## src/hw/rtl/assert_macros.svh

```systemverilog
// Assertion macros shared by the node key table RTL.
// Clock and active-low reset are passed in by each use.
`ifndef ASSERT_MACROS_SVH
`define ASSERT_MACROS_SVH

// same-cycle implication
`define NKT_ASSERT_NOW(label, clk, rst_n, ante, cons) \
  label: assert property (@(posedge clk) disable iff (!rst_n) (ante) |-> (cons)) \
    else $error("node key table check failed");

// next-cycle implication
`define NKT_ASSERT_NEXT(label, clk, rst_n, ante, cons) \
  label: assert property (@(posedge clk) disable iff (!rst_n) (ante) |=> (cons)) \
    else $error("node key table check failed");

`endif

```

## src/hw/rtl/nkt_pkg.sv

```systemverilog
`timescale 1ns / 1ps
// Shared types and constants of the node key table.
// Used by the controller, the datapath and the top level.
package nkt_pkg;

  localparam int ACT_W    = 3;
  localparam int ADDR_W   = 16;
  localparam int MAC_W    = 48;
  localparam int KEY_W    = 64;
  localparam int ELEM_W   = 8;
  localparam int SLOT_W   = 3;

  localparam logic STATUS_OK   = 1'b0;
  localparam logic STATUS_MISS = 1'b1;

  typedef enum logic [ACT_W-1:0] {
    ACT_LOOKUP_ADDR = 3'd0,
    ACT_LOOKUP_MAC  = 3'd1,
    ACT_ADD         = 3'd2,
    ACT_DELETE      = 3'd3,
    ACT_CLEAR       = 3'd4
  } action_t;

  typedef enum logic [2:0] {
    S_IDLE,
    S_MATCH,
    S_RESOLVE,
    S_ACCESS,
    S_RESULT
  } state_t;

  typedef struct packed {
    logic [ADDR_W-1:0] addr;
    logic [MAC_W-1:0]  mac;
    logic [KEY_W-1:0]  key_high;
    logic [KEY_W-1:0]  key_low;
    logic [ELEM_W-1:0] elements;
  } entry_row_t;

  typedef struct packed {
    logic load;
    logic match;
    logic resolve;
    logic access;
  } cmd_t;

  typedef struct packed {
    logic fast_path;
  } sts_t;

endpackage

```

## src/hw/rtl/nkt_ram.sv

```systemverilog
`timescale 1ns / 1ps
// Generic single-port RAM with registered read data.
// No dependencies.
module nkt_ram #(
  parameter int WIDTH = 8,
  parameter int DEPTH = 8,
  parameter int AW    = 3
) (
  input  logic             clk,
  input  logic             we,
  input  logic             re,
  input  logic [AW-1:0]    addr,
  input  logic [WIDTH-1:0] wdata,
  output logic [WIDTH-1:0] rdata
);

  logic [WIDTH-1:0] mem [DEPTH];
  logic [WIDTH-1:0] rdata_r;

  always_ff @(posedge clk) begin
    if (we) begin
      mem[addr] <= wdata;
    end
    if (re) begin
      rdata_r <= mem[addr];
    end
  end

  assign rdata = rdata_r;

endmodule

```

## src/hw/rtl/nkt_ctrl.sv

```systemverilog
`timescale 1ns / 1ps
// Request sequencer of the node key table.
// Depends on nkt_pkg and assert_macros.svh.
`include "assert_macros.svh"
module nkt_ctrl (
  input  logic          clk,
  input  logic          rst_n,
  input  logic          in_valid,
  output logic          in_stall,
  output logic          out_valid,
  input  logic          out_stall,
  input  nkt_pkg::sts_t sts,
  output nkt_pkg::cmd_t cmd
);

  nkt_pkg::state_t state_r, state_nxt;

  always_ff @(posedge clk) begin
    if (!rst_n) begin
      state_r <= nkt_pkg::S_IDLE;
    end else begin
      state_r <= state_nxt;
    end
  end

  always_comb begin
    state_nxt = state_r;
    cmd       = '0;
    in_stall  = 1'b1;
    out_valid = 1'b0;
    unique case (state_r)
      nkt_pkg::S_IDLE: begin
        in_stall = 1'b0;
        if (in_valid) begin
          cmd.load  = 1'b1;
          state_nxt = nkt_pkg::S_MATCH;
        end
      end
      nkt_pkg::S_MATCH: begin
        cmd.match = 1'b1;
        state_nxt = sts.fast_path ? nkt_pkg::S_ACCESS : nkt_pkg::S_RESOLVE;
      end
      nkt_pkg::S_RESOLVE: begin
        cmd.resolve = 1'b1;
        state_nxt   = nkt_pkg::S_ACCESS;
      end
      nkt_pkg::S_ACCESS: begin
        cmd.access = 1'b1;
        state_nxt  = nkt_pkg::S_RESULT;
      end
      nkt_pkg::S_RESULT: begin
        out_valid = 1'b1;
        if (!out_stall) begin
          state_nxt = nkt_pkg::S_IDLE;
        end
      end
      default: begin
        state_nxt = nkt_pkg::S_IDLE;
      end
    endcase
  end

  `NKT_ASSERT_NEXT(a_busy_after_accept, clk, rst_n, in_valid && !in_stall, in_stall && !out_valid)
  `NKT_ASSERT_NOW(a_one_command, clk, rst_n, 1'b1, $onehot0(cmd))
  `NKT_ASSERT_NEXT(a_access_then_result, clk, rst_n, cmd.access, out_valid)

endmodule

```

## src/hw/rtl/nkt_datapath.sv

```systemverilog
`timescale 1ns / 1ps
// Address/MAC match cells, slot select and entry RAM of the node key table.
// Depends on nkt_pkg, nkt_ram and assert_macros.svh.
`include "assert_macros.svh"
module nkt_datapath #(
  parameter int DEPTH = 8,
  parameter int IDX_W = 3
) (
  input  logic                         clk,
  input  logic                         rst_n,
  input  nkt_pkg::cmd_t                cmd,
  output nkt_pkg::sts_t                sts,
  input  logic [nkt_pkg::ACT_W-1:0]    in_action,
  input  logic [nkt_pkg::ADDR_W-1:0]   in_node_addr,
  input  logic [nkt_pkg::MAC_W-1:0]    in_node_mac,
  input  logic [nkt_pkg::KEY_W-1:0]    in_key_high,
  input  logic [nkt_pkg::KEY_W-1:0]    in_key_low,
  input  logic [nkt_pkg::ELEM_W-1:0]   in_element_count,
  output logic                         out_status,
  output logic [nkt_pkg::SLOT_W-1:0]   out_slot,
  output logic [nkt_pkg::ADDR_W-1:0]   out_found_addr,
  output logic [nkt_pkg::MAC_W-1:0]    out_found_mac,
  output logic [nkt_pkg::KEY_W-1:0]    out_found_key_high,
  output logic [nkt_pkg::KEY_W-1:0]    out_found_key_low,
  output logic [nkt_pkg::ELEM_W-1:0]   out_found_elements
);

  logic [nkt_pkg::ACT_W-1:0]  req_action_r;
  logic [nkt_pkg::ADDR_W-1:0] req_addr_r;
  logic [nkt_pkg::MAC_W-1:0]  req_mac_r;
  logic [nkt_pkg::KEY_W-1:0]  req_key_high_r;
  logic [nkt_pkg::KEY_W-1:0]  req_key_low_r;
  logic [nkt_pkg::ELEM_W-1:0] req_elem_r;

  logic [nkt_pkg::ADDR_W-1:0] addr_r [DEPTH];
  logic [nkt_pkg::MAC_W-1:0]  mac_r  [DEPTH];

  logic [DEPTH-1:0] used;
  logic [DEPTH-1:0] addr_hit_nxt, mac_hit_nxt;
  logic [DEPTH-1:0] addr_hit_r, mac_hit_r, free_r;
  logic [DEPTH-1:0] pick_vec;
  logic [IDX_W-1:0] pick_idx;
  logic [IDX_W-1:0] sel_idx_r;
  logic             sel_hit_r;
  logic [31:0]      sel_wide;

  logic                       res_status_r;
  logic [nkt_pkg::SLOT_W-1:0] res_slot_r;
  logic                       res_ram_r;
  logic                       res_req_r;

  logic                  ram_we, ram_re;
  nkt_pkg::entry_row_t   req_row, rd_row, out_row;

  always_ff @(posedge clk) begin
    if (cmd.load) begin
      req_action_r   <= in_action;
      req_addr_r     <= in_node_addr;
      req_mac_r      <= in_node_mac;
      req_key_high_r <= in_key_high;
      req_key_low_r  <= in_key_low;
      req_elem_r     <= in_element_count;
    end
  end

  always_comb begin
    unique case (req_action_r) inside
      nkt_pkg::ACT_LOOKUP_ADDR, nkt_pkg::ACT_LOOKUP_MAC,
      nkt_pkg::ACT_ADD, nkt_pkg::ACT_DELETE: sts.fast_path = 1'b0;
      default:                                sts.fast_path = 1'b1;
    endcase
  end

  always_comb begin
    for (int i = 0; i < DEPTH; i++) begin
      used[i]         = addr_r[i] != '0;
      addr_hit_nxt[i] = (req_addr_r != '0) && (addr_r[i] == req_addr_r);
      mac_hit_nxt[i]  = used[i] && (mac_r[i] == req_mac_r);
    end
  end

  always_ff @(posedge clk) begin
    if (cmd.match) begin
      addr_hit_r <= addr_hit_nxt;
      mac_hit_r  <= mac_hit_nxt;
      free_r     <= ~used;
    end
  end

  always_comb begin
    unique case (req_action_r) inside
      nkt_pkg::ACT_LOOKUP_ADDR, nkt_pkg::ACT_DELETE: pick_vec = addr_hit_r;
      nkt_pkg::ACT_LOOKUP_MAC:                         pick_vec = mac_hit_r;
      nkt_pkg::ACT_ADD: begin
        if (req_addr_r == '0) begin
          pick_vec = '0;
        end else if (|addr_hit_r) begin
          pick_vec = addr_hit_r;
        end else begin
          pick_vec = free_r;
        end
      end
      default: pick_vec = '0;
    endcase
  end

  always_comb begin
    pick_idx = '0;
    for (int i = DEPTH - 1; i >= 0; i--) begin
      if (pick_vec[i]) begin
        pick_idx = IDX_W'(i);
      end
    end
  end

  always_ff @(posedge clk) begin
    if (cmd.resolve) begin
      sel_idx_r <= pick_idx;
      sel_hit_r <= |pick_vec;
    end
  end

  assign sel_wide = 32'(sel_idx_r);

  always_comb begin
    ram_we = 1'b0;
    ram_re = 1'b0;
    case (req_action_r) inside
      nkt_pkg::ACT_ADD: ram_we = cmd.access && sel_hit_r;
      nkt_pkg::ACT_LOOKUP_ADDR, nkt_pkg::ACT_LOOKUP_MAC, nkt_pkg::ACT_DELETE:
        ram_re = cmd.access && sel_hit_r;
      default: begin
        ram_we = 1'b0;
        ram_re = 1'b0;
      end
    endcase
  end

  always_ff @(posedge clk) begin
    if (!rst_n) begin
      for (int i = 0; i < DEPTH; i++) begin
        addr_r[i] <= '0;
      end
    end else if (cmd.access) begin
      case (req_action_r) inside
        nkt_pkg::ACT_ADD: begin
          if (sel_hit_r) begin
            addr_r[sel_idx_r] <= req_addr_r;
          end
        end
        nkt_pkg::ACT_DELETE: begin
          if (sel_hit_r) begin
            addr_r[sel_idx_r] <= '0;
          end
        end
        nkt_pkg::ACT_CLEAR: begin
          for (int i = 0; i < DEPTH; i++) begin
            addr_r[i] <= '0;
          end
        end
        default: begin
        end
      endcase
    end
  end

  always_ff @(posedge clk) begin
    if (cmd.access && (req_action_r == nkt_pkg::ACT_ADD) && sel_hit_r) begin
      mac_r[sel_idx_r] <= req_mac_r;
    end
  end

  always_ff @(posedge clk) begin
    if (!rst_n) begin
      res_status_r <= nkt_pkg::STATUS_MISS;
      res_slot_r   <= '0;
      res_ram_r    <= 1'b0;
      res_req_r    <= 1'b0;
    end else if (cmd.access) begin
      case (req_action_r) inside
        nkt_pkg::ACT_LOOKUP_ADDR, nkt_pkg::ACT_LOOKUP_MAC, nkt_pkg::ACT_DELETE: begin
          res_status_r <= sel_hit_r ? nkt_pkg::STATUS_OK : nkt_pkg::STATUS_MISS;
          res_slot_r   <= sel_hit_r ? sel_wide[nkt_pkg::SLOT_W-1:0] : '0;
          res_ram_r    <= sel_hit_r;
          res_req_r    <= 1'b0;
        end
        nkt_pkg::ACT_ADD: begin
          res_status_r <= sel_hit_r ? nkt_pkg::STATUS_OK : nkt_pkg::STATUS_MISS;
          res_slot_r   <= sel_hit_r ? sel_wide[nkt_pkg::SLOT_W-1:0] : '0;
          res_ram_r    <= 1'b0;
          res_req_r    <= sel_hit_r;
        end
        nkt_pkg::ACT_CLEAR: begin
          res_status_r <= nkt_pkg::STATUS_OK;
          res_slot_r   <= '0;
          res_ram_r    <= 1'b0;
          res_req_r    <= 1'b0;
        end
        default: begin
          res_status_r <= nkt_pkg::STATUS_MISS;
          res_slot_r   <= '0;
          res_ram_r    <= 1'b0;
          res_req_r    <= 1'b0;
        end
      endcase
    end
  end

  assign req_row = '{addr:     req_addr_r,
                     mac:      req_mac_r,
                     key_high: req_key_high_r,
                     key_low:  req_key_low_r,
                     elements: req_elem_r};

  nkt_ram #(
    .WIDTH ($bits(nkt_pkg::entry_row_t)),
    .DEPTH (DEPTH),
    .AW    (IDX_W)
  ) u_entry_ram (
    .clk   (clk),
    .we    (ram_we),
    .re    (ram_re),
    .addr  (sel_idx_r),
    .wdata (req_row),
    .rdata (rd_row)
  );

  assign out_row = res_ram_r ? rd_row : (res_req_r ? req_row : '0);

  assign out_status         = res_status_r;
  assign out_slot           = res_slot_r;
  assign out_found_addr     = out_row.addr;
  assign out_found_mac      = out_row.mac;
  assign out_found_key_high = out_row.key_high;
  assign out_found_key_low  = out_row.key_low;
  assign out_found_elements = out_row.elements;

  `NKT_ASSERT_NEXT(a_clear_empties, clk, rst_n, cmd.access && (req_action_r == nkt_pkg::ACT_CLEAR), used == '0)
  `NKT_ASSERT_NOW(a_one_source, clk, rst_n, 1'b1, !(res_ram_r && res_req_r))
  `NKT_ASSERT_NEXT(a_add_marks_used, clk, rst_n, ram_we, used[sel_idx_r])

endmodule

```

## src/hw/rtl/node_key_table.sv

```systemverilog
`timescale 1ns / 1ps
// Node key table: address/MAC searchable table of mesh node entries.
// Each request runs match, slot select (skipped for clear and unknown codes),
// entry RAM access and result one after another; the result is held while
// out_stall is high, and no new request is accepted until it is taken.
// Reset (synchronous, rst_n low) empties the table; no clearing pass needed.
module node_key_table #(
  parameter int TABLE_DEPTH = 8
) (
  input  logic                        clk,
  input  logic                        rst_n,
  input  logic                        in_valid,
  output logic                        in_stall,
  input  logic [nkt_pkg::ACT_W-1:0]   in_action,
  input  logic [nkt_pkg::ADDR_W-1:0]  in_node_addr,
  input  logic [nkt_pkg::MAC_W-1:0]   in_node_mac,
  input  logic [nkt_pkg::KEY_W-1:0]   in_key_high,
  input  logic [nkt_pkg::KEY_W-1:0]   in_key_low,
  input  logic [nkt_pkg::ELEM_W-1:0]  in_element_count,
  output logic                        out_valid,
  input  logic                        out_stall,
  output logic                        out_status,
  output logic [nkt_pkg::SLOT_W-1:0]  out_slot,
  output logic [nkt_pkg::ADDR_W-1:0]  out_found_addr,
  output logic [nkt_pkg::MAC_W-1:0]   out_found_mac,
  output logic [nkt_pkg::KEY_W-1:0]   out_found_key_high,
  output logic [nkt_pkg::KEY_W-1:0]   out_found_key_low,
  output logic [nkt_pkg::ELEM_W-1:0]  out_found_elements
);

  localparam int IDX_W = (TABLE_DEPTH > 1) ? $clog2(TABLE_DEPTH) : 1;

  nkt_pkg::cmd_t cmd;
  nkt_pkg::sts_t sts;

  nkt_ctrl u_ctrl (
    .clk       (clk),
    .rst_n     (rst_n),
    .in_valid  (in_valid),
    .in_stall  (in_stall),
    .out_valid (out_valid),
    .out_stall (out_stall),
    .sts       (sts),
    .cmd       (cmd)
  );

  nkt_datapath #(
    .DEPTH (TABLE_DEPTH),
    .IDX_W (IDX_W)
  ) u_datapath (
    .clk                (clk),
    .rst_n              (rst_n),
    .cmd                (cmd),
    .sts                (sts),
    .in_action          (in_action),
    .in_node_addr       (in_node_addr),
    .in_node_mac        (in_node_mac),
    .in_key_high        (in_key_high),
    .in_key_low         (in_key_low),
    .in_element_count   (in_element_count),
    .out_status         (out_status),
    .out_slot           (out_slot),
    .out_found_addr     (out_found_addr),
    .out_found_mac      (out_found_mac),
    .out_found_key_high (out_found_key_high),
    .out_found_key_low  (out_found_key_low),
    .out_found_elements (out_found_elements)
  );

endmodule
```

## config.mk

```make
export PLATFORM = sky130hd
export DESIGN_NAME = node_key_table
export DESIGN_NICKNAME = d
export VERILOG_FILES = /design/src/hw/rtl/nkt_pkg.sv /design/src/hw/rtl/nkt_ram.sv /design/src/hw/rtl/nkt_ctrl.sv /design/src/hw/rtl/nkt_datapath.sv /design/src/hw/rtl/node_key_table.sv
export VERILOG_INCLUDE_DIRS = /design/src /design/src/hw/rtl
export SDC_FILE = /design/constraint.sdc
export NUM_CORES = 2
export LEC_CHECK = 0
export BUFFER_PORTS_ARGS = -buffer_cell sky130_fd_sc_hd__clkbuf_2
export CORE_AREA = 4 4 464 466
export DETAILED_ROUTE_END_ITERATION = 12
export DIE_AREA = 0 0 468 470
export GPL_TIMING_DRIVEN = 0
export PLACE_DENSITY = 0.6
export SLEW_MARGIN = 20
export SYNTH_ARGS = -nofsm -noshare
export SYNTH_HDL_FRONTEND = slang
export SYNTH_SLANG_ARGS = --single-unit
```

## constraint.sdc

```tcl
create_clock -name clk -period 14.4 [get_ports clk]
set_clock_uncertainty 0.15 [all_clocks]
set_input_delay 1.44 -clock clk [delete_from_list [all_inputs] [get_ports clk]]
set_output_delay 1.44 -clock clk [all_outputs]
set_load 0.02 [all_outputs]
```

Word level (Yosys, flattened, before mapping)
Memories as Yosys holds them, arrays and structs flattened. A register that Yosys moved wholly into a read port is not among the register bits.
Cells that the tools add are included.
{"block": "totals", "out_inout_bits": 206, "memories": 3, "latch_bits": 0, "regBits": 240, "word_cells": 166, "ramBits": 2112, "romBits": 0, "input_bits": 207}
{"memory": "u_datapath.u_entry_ram.mem", "words": 8, "width": 200, "read_ports": 1, "rd_clocked_by_memory_dff": 1, "write_ports": 1, "line_no": "nkt_ram.sv:17", "source": "logic [WIDTH-1:0] mem [DEPTH];"}
{"memory": "u_datapath.mac_r", "words": 8, "width": 48, "read_ports": 8, "rd_clocked_by_memory_dff": 0, "write_ports": 1, "line_no": "nkt_datapath.sv:36", "source": "logic [nkt_pkg::MAC_W-1:0] mac_r [DEPTH];"}
{"memory": "u_datapath.addr_r", "words": 8, "width": 16, "read_ports": 8, "rd_clocked_by_memory_dff": 0, "write_ports": 8, "line_no": "nkt_datapath.sv:35", "source": "logic [nkt_pkg::ADDR_W-1:0] addr_r [DEPTH];"}
{"block": "op_classes", "n_bitwise": 10, "addsub": 0, "muxes": 69, "n_div": 0, "reduce_logical": 40, "n_shift": 0, "eq_ne": 26, "multipliers": 0, "magnitude_cmp": 0}
{"cell": "200-bit two-way mux", "count": 2}
{"cell": "48-bit equality test", "count": 8}
{"cell": "16-bit two-way mux", "count": 10}
{"cell": "16-bit nonzero test", "count": 9}
{"cell": "16-bit equality test", "count": 8}
{"cell": "1-bit two-way mux", "count": 41}
{"cell": "3-bit two-way mux", "count": 10}
{"cell": "8-bit case mux with 3 select lines", "count": 1}
{"cell": "1-bit logical AND", "count": 19}
{"cell": "16-bit zero test", "count": 1}
{"cell": "8-bit two-way mux", "count": 2}
{"cell": "16-bit OR reduction", "count": 1}
{"cell": "8-bit OR reduction", "count": 2}
{"cell": "3-bit case mux with 5 select lines", "count": 1}
{"cell": "3-bit by 2-bit equality test with 1-bit output, second input constant", "count": 4}
{"cell": "1-bit OR", "count": 9}
{"cell": "8-bit NOT", "count": 1}
{"cell": "4-bit OR reduction", "count": 2}
{"cell": "3-bit by 1-bit equality test with 1-bit output, second input constant", "count": 2}
{"cell": "3-bit equality test, second input constant", "count": 2}
{"cell": "3-bit zero test", "count": 2}
{"cell": "2-bit two-way mux", "count": 2}
{"cell": "2-bit != test, second input constant", "count": 2}
{"cell": "2-bit OR reduction", "count": 2}
{"cell": "other kinds (2)", "count": 2}

Longest topological paths before layout
{"block": "depth", "ltp_word": 11, "mapped_depth": 10, "depth_no_buf": 6}

Cells and area by module
Synthesis repeated with hierarchy kept, for this count alone.
{"block": "unflattened", "cells_unflattened": 5205, "hier_area_um2": 98767.2}
{"mod": "nkt_ram", "cells_each": 3129, "n_inst": 1, "seq_area_each_um2": 54051.8, "area_each_um2": 66789.1}
{"mod": "nkt_datapath", "cells_each": 2056, "n_inst": 1, "seq_area_each_um2": 22431.5, "area_each_um2": 31790.5}
{"mod": "nkt_ctrl", "cells_each": 20, "n_inst": 1, "seq_area_each_um2": 60.1, "area_each_um2": 187.7}

Least setup slack after synthesis
Ideal clock, no wire load.
{"block": "synth_path", "path_kind": "input to register", "start": "input port in_valid", "end": "register u_datapath.req_action_r[0] (netlist name), enable pin", "setup_ps": 771, "t_required_ps": 13479, "t_arrival_ps": 9817, "path_buffers": 0, "stages": 2, "path_slack_ps": 3662, "path_cell_list": "inv_1 > nor2_1"}
{"item": "start, declared", "line_no": "node_key_table.sv:12", "source": "input logic in_valid,"}
{"item": "end signal, assigned", "line_no": "nkt_datapath.sv:57", "source": "req_action_r <= in_action;"}
{"item": "end, declared", "line_no": "nkt_datapath.sv:28", "source": "logic [nkt_pkg::ACT_W-1:0] req_action_r;"}

Final worst setup path
{"block": "layout_path", "start": "register u_datapath.res_ram_r", "end": "output port out_found_key_low[21] (netlist name)"}
{"block": "layout_via", "elab_chain_len": 1}
{"item": "start, declared", "line_no": "nkt_datapath.sv:49", "source": "logic res_ram_r;"}
{"item": "start signal, assigned", "line_no": "nkt_datapath.sv:184", "source": "res_ram_r <= sel_hit_r;"}
{"item": "200-bit two-way mux", "line_no": "nkt_datapath.sv:228", "source": "assign out_row = res_ram_r ? rd_row : (res_req_r ? req_row : '0);"}
{"item": "end, declared", "line_no": "node_key_table.sv:27", "source": "output logic [nkt_pkg::KEY_W-1:0] out_found_key_low,"}
No other way between the ends.

==> summary.md <==
| Metric | Value |
|---|---|
| Status | `finished clean` |
| Crit path required time | `between 10 and 15 ns` |
| Crit start category | `register` |
| Met3 WL | `31700 µm` |
| Starting Density | `~45%` |
| CORE AREA | `0.211 mm²` |
| Synth warn | `0` |
| TNS Setup | `0 ns` |
| Clock Tree Root | `clkbuf_16` |
| Leakage | `36.4 nW` |
| Worst hold-check path type | `register to register` |
| Chip height | `roughly 470 µm` |
| Clk_lat worst skew | `between 0.9 and 1 ns` |
| Worst R2R Path Depth | `6` |
| Cells after Synth | `slightly above 5000` |
| DRT antenna net count | `0` |
| EDFF count, synth | `around 2500` |
| Most frequent CP cell | `clkbuf_1` |
| Io pins | `413` |
| H-tree Lvls | `5` |
| Crit path arrival time | `around 4.0 ns` |
| Hold_ws | `roughly 0.33 ns` |
| Worst path slowest cell | `clkbuf_1` |
| Cts bufs inserted | `between 200 and 300` |
| Layout cells sized above 1 | `between 15 and 20%` |
| Yosys reg bits | `about 2600` |
| Dpl cells | `roughly 8400` |
| Total track usage | `approximately a quarter` |
| Final Core Density | `53.1%` |
| Final worst-path cycle share | `38.8%` |
| First-pass GRT wire length | `406000 µm` |
| CP cell instances | `nor2b_1 > clkbuf_1 > clkbuf_1 > a22o_1 > clkbuf_2` |
| Routability congestion estimate | `0.872` |
| Worst reg2reg endpoint | `u_datapath.mac_hit_r[0]` |
| Area of the multi-input gates | `about 0.017 mm²` |
| Crit path kind | `register to output port` |
| Synth-to-Final Area Change | `18.6%` |
| CTS clk-pin slew, worst paths | `~0.060 ns` |
| Min Tclk post-route | `between 5 and 6 ns` |
| Top sig layer | `met5` |
| Register Area | `around 0.077 mm²` |
| Post-synthesis sequential area ratio | `80.9%` |
| Pre-CTS WS | `between 9 and 10 ns` |
| Hold EP | `u_datapath.out_slot[1]` |
| Cell Count, Final, Fillers Out | `8920` |
| Design area | `between 0.1 and 0.15 mm²` |
| Crit path largest cell delay | `a little under 0.9 ns` |
| Worst vdd ir | `140 µV` |
| Final Net Count | `approximately 6100` |
| Async SR Flop Fraction | `0%` |
| Die width | `roughly 470 µm` |
| Hold Buf Count CTS | `0` |
| Die ar. | `between 0.2 and 0.25 mm²` |
| Placed Area | `about 0.10 mm²` |
| Detailed route wirelength on metal2 | `around 140000 µm` |
| PnR Total Power | `between 15 and 20 mW` |
| Reg2Reg Setup Slack | `approximately 10 ns` |
| CTS tree | `done` |
| RSZ-0062 raised after global routing | `false` |
| # fillers | `between 15000 and 20000` |
| Max Freq | `0.179 GHz` |
| Worst-Margin Slew | `roughly 1.3 ns` |
| DRC Markers | `0` |
| I/O Buffers | `412` |
| Relative slew slack | `roughly 15%` |
| Hold Crit Start | `u_datapath.out_slot[1]` |
| Synthesized area per cell | `18.7 µm²` |
| Routed vias/inst | `roughly 6` |
| Routed WL | `297000 µm` |
| FF-to-FF Start | `u_datapath.req_mac_r[17]` |
| Post-CTS Setup Inserts | `0` |
| CTS Sinks | `around 2600` |
| Initial DRC count | `around 8100` |
| Final setup vio count | `0` |
| Mapped cell area | `0.0946 mm²` |
| Initial antenna violation count | `15` |
| Max-cap violations | `0` |
| # resized after CTS | `0` |
| Final Hold Viols | `0` |
| Post-synth cell types | `a little under 50` |
| Slew Viols, Final | `0` |
| Via count | `approximately 54000` |
| Ys flop type | `edfxtp_1` |
| Grt total ovfl | `0` |
| Hold Path Stages | `2` |
| Largest net degree at the start of global routing | `39` |
| Number of global-route vias before repair | `approximately 52000` |
| Syn Nets | `5279` |
| Row cnt | `169` |
| CP endpoint kind | `output port` |
| Pre-antenna DRT Iters | `6` |
| Wl on met1 | `119000 µm` |
| Setup ws final | `roughly 9 ns` |
| Maximum fanout along the worst path | `10` |
| Drt wl/cell | `33.3 µm` |
| Detail Placement HPWL | `slightly below 200000 µm` |
| CTS max path bufs | `4` |
| Pwr dens | `149 mW/mm²` |
[critical path: cells and delay by family (launching register included)]
kind,cells,cell delay (ns)
flops,1,0.45
simple gates,1,0.48
compound gates,1,0.38
buf+inv,3,1.80
[synth_stat cells (8+ instances only)]
cell type	count	area, µm²
and2_1	133	832
edfxtp_1	2543	76400
clkbuf_1	235	882
nand4_1	256	1600
nor2_4	8	90.1
dfxtp_1	9	180
nor2_1	34	128
nand2_1	9	33.8
a22o_1	203	1780
o21ai_0	8	40.0
or4_1	8	60.1
xor2_1	384	3360
xnor2_1	130	1140
buf_4	33	248
nor4_1	137	857
buf_6	8	90.1
buf_2	34	170
buf_1	9	33.8
a22oi_1	806	6050
and4_1	9	78.8
[cell families after synthesis]
group | after synthesis | synth area share [%]
AO/OA/AOI/OAI | 1043 | 8.52
XOR/XNOR | 514 | 4.76
buffers and inverters | 321 | 1.51
flip-flops | 2552 | 80.9
AND/OR/NAND/NOR | 642 | 4.33
[worst max-delay path by stage]
| stage | endpoint | startpoint | slack (ns) | depth (start not counted) |
|---|---|---|---|---|
| after floorplan | u_datapath.req_action_r[0] | in_valid | 3.66 | 2 |
| after global placement | u_datapath.u_entry_ram.mem[1][95] | u_datapath.req_action_r[2] | -6.09 | 7 |
| after detailed placement | out_found_key_low[4] | u_datapath.res_ram_r | 9.84 | 5 |
| after CTS | out_found_key_low[5] | u_datapath.res_ram_r | 8.88 | 5 |
| after global routing | out_found_key_low[4] | u_datapath.res_ram_r | 8.68 | 5 |
| final | out_found_key_low[21] | u_datapath.res_ram_r | 8.81 | 5 |
[sequential cells by signal, indices dropped and copies added (netlist names), 8 cells and up]
register and flops:
u_datapath.mac_r 384, u_datapath.req_elem_r 8, u_datapath.req_mac_r 48, u_datapath.req_key_high_r 64, u_datapath.u_entry_ram.rdata 200, u_datapath.free_r 8, u_datapath.addr_hit_r 8, u_datapath.req_key_low_r 64
u_datapath.addr_r 128, u_datapath.mac_hit_r 8, u_datapath.u_entry_ram.mem 1600, u_datapath.req_addr_r 16
[per-layer routing]
| layer | vias to the layer above | track usage, % |
|---|---|---|
| li1 | 22423 | - |
| met5 | - | 0 |
| met4 | 6 | 8.30 |
| met3 | 481 | 5.62 |
| met2 | 3343 | 40.4 |
| met1 | 28102 | 37.9 |
[report_power, final]
group | switching (mW) | internal [mW]
Sequential | 0.257 | 8.42
Combinational | 0.769 | 0.327
Clock | 2.83 | 4.09
Total | 3.86 | 12.8
[cells in the final DEF (no fill, tap or decap), drive strengths merged, types with 7 or more instances in the layout]
master and count:
a22o 203, a22oi 806, and2 133, and4 9, buf 222, bufinv 24, clkbuf 990, clkinv 92
clkinvlp 7, dfxtp 9, edfxtp 2543, inv 7, nand2 9, nand4 257, nor2 42, nor4 144
o21ai 8, or4 8, xnor2 130, xor2 384
[area by class of cell]
class	count	share of cell area, %
diodes	6	0.0134
plain buffers	319	1.30
clock buffers	343	6.64
clock inverters	128	1.08
inverters	2	0.00669
multi-input cells	2199	15.0
flip-flops and latches	2552	68.2
well taps	2821	3.14
repair buffers	550	4.61
No activity file was read; power rests on OpenSTA's default activity.
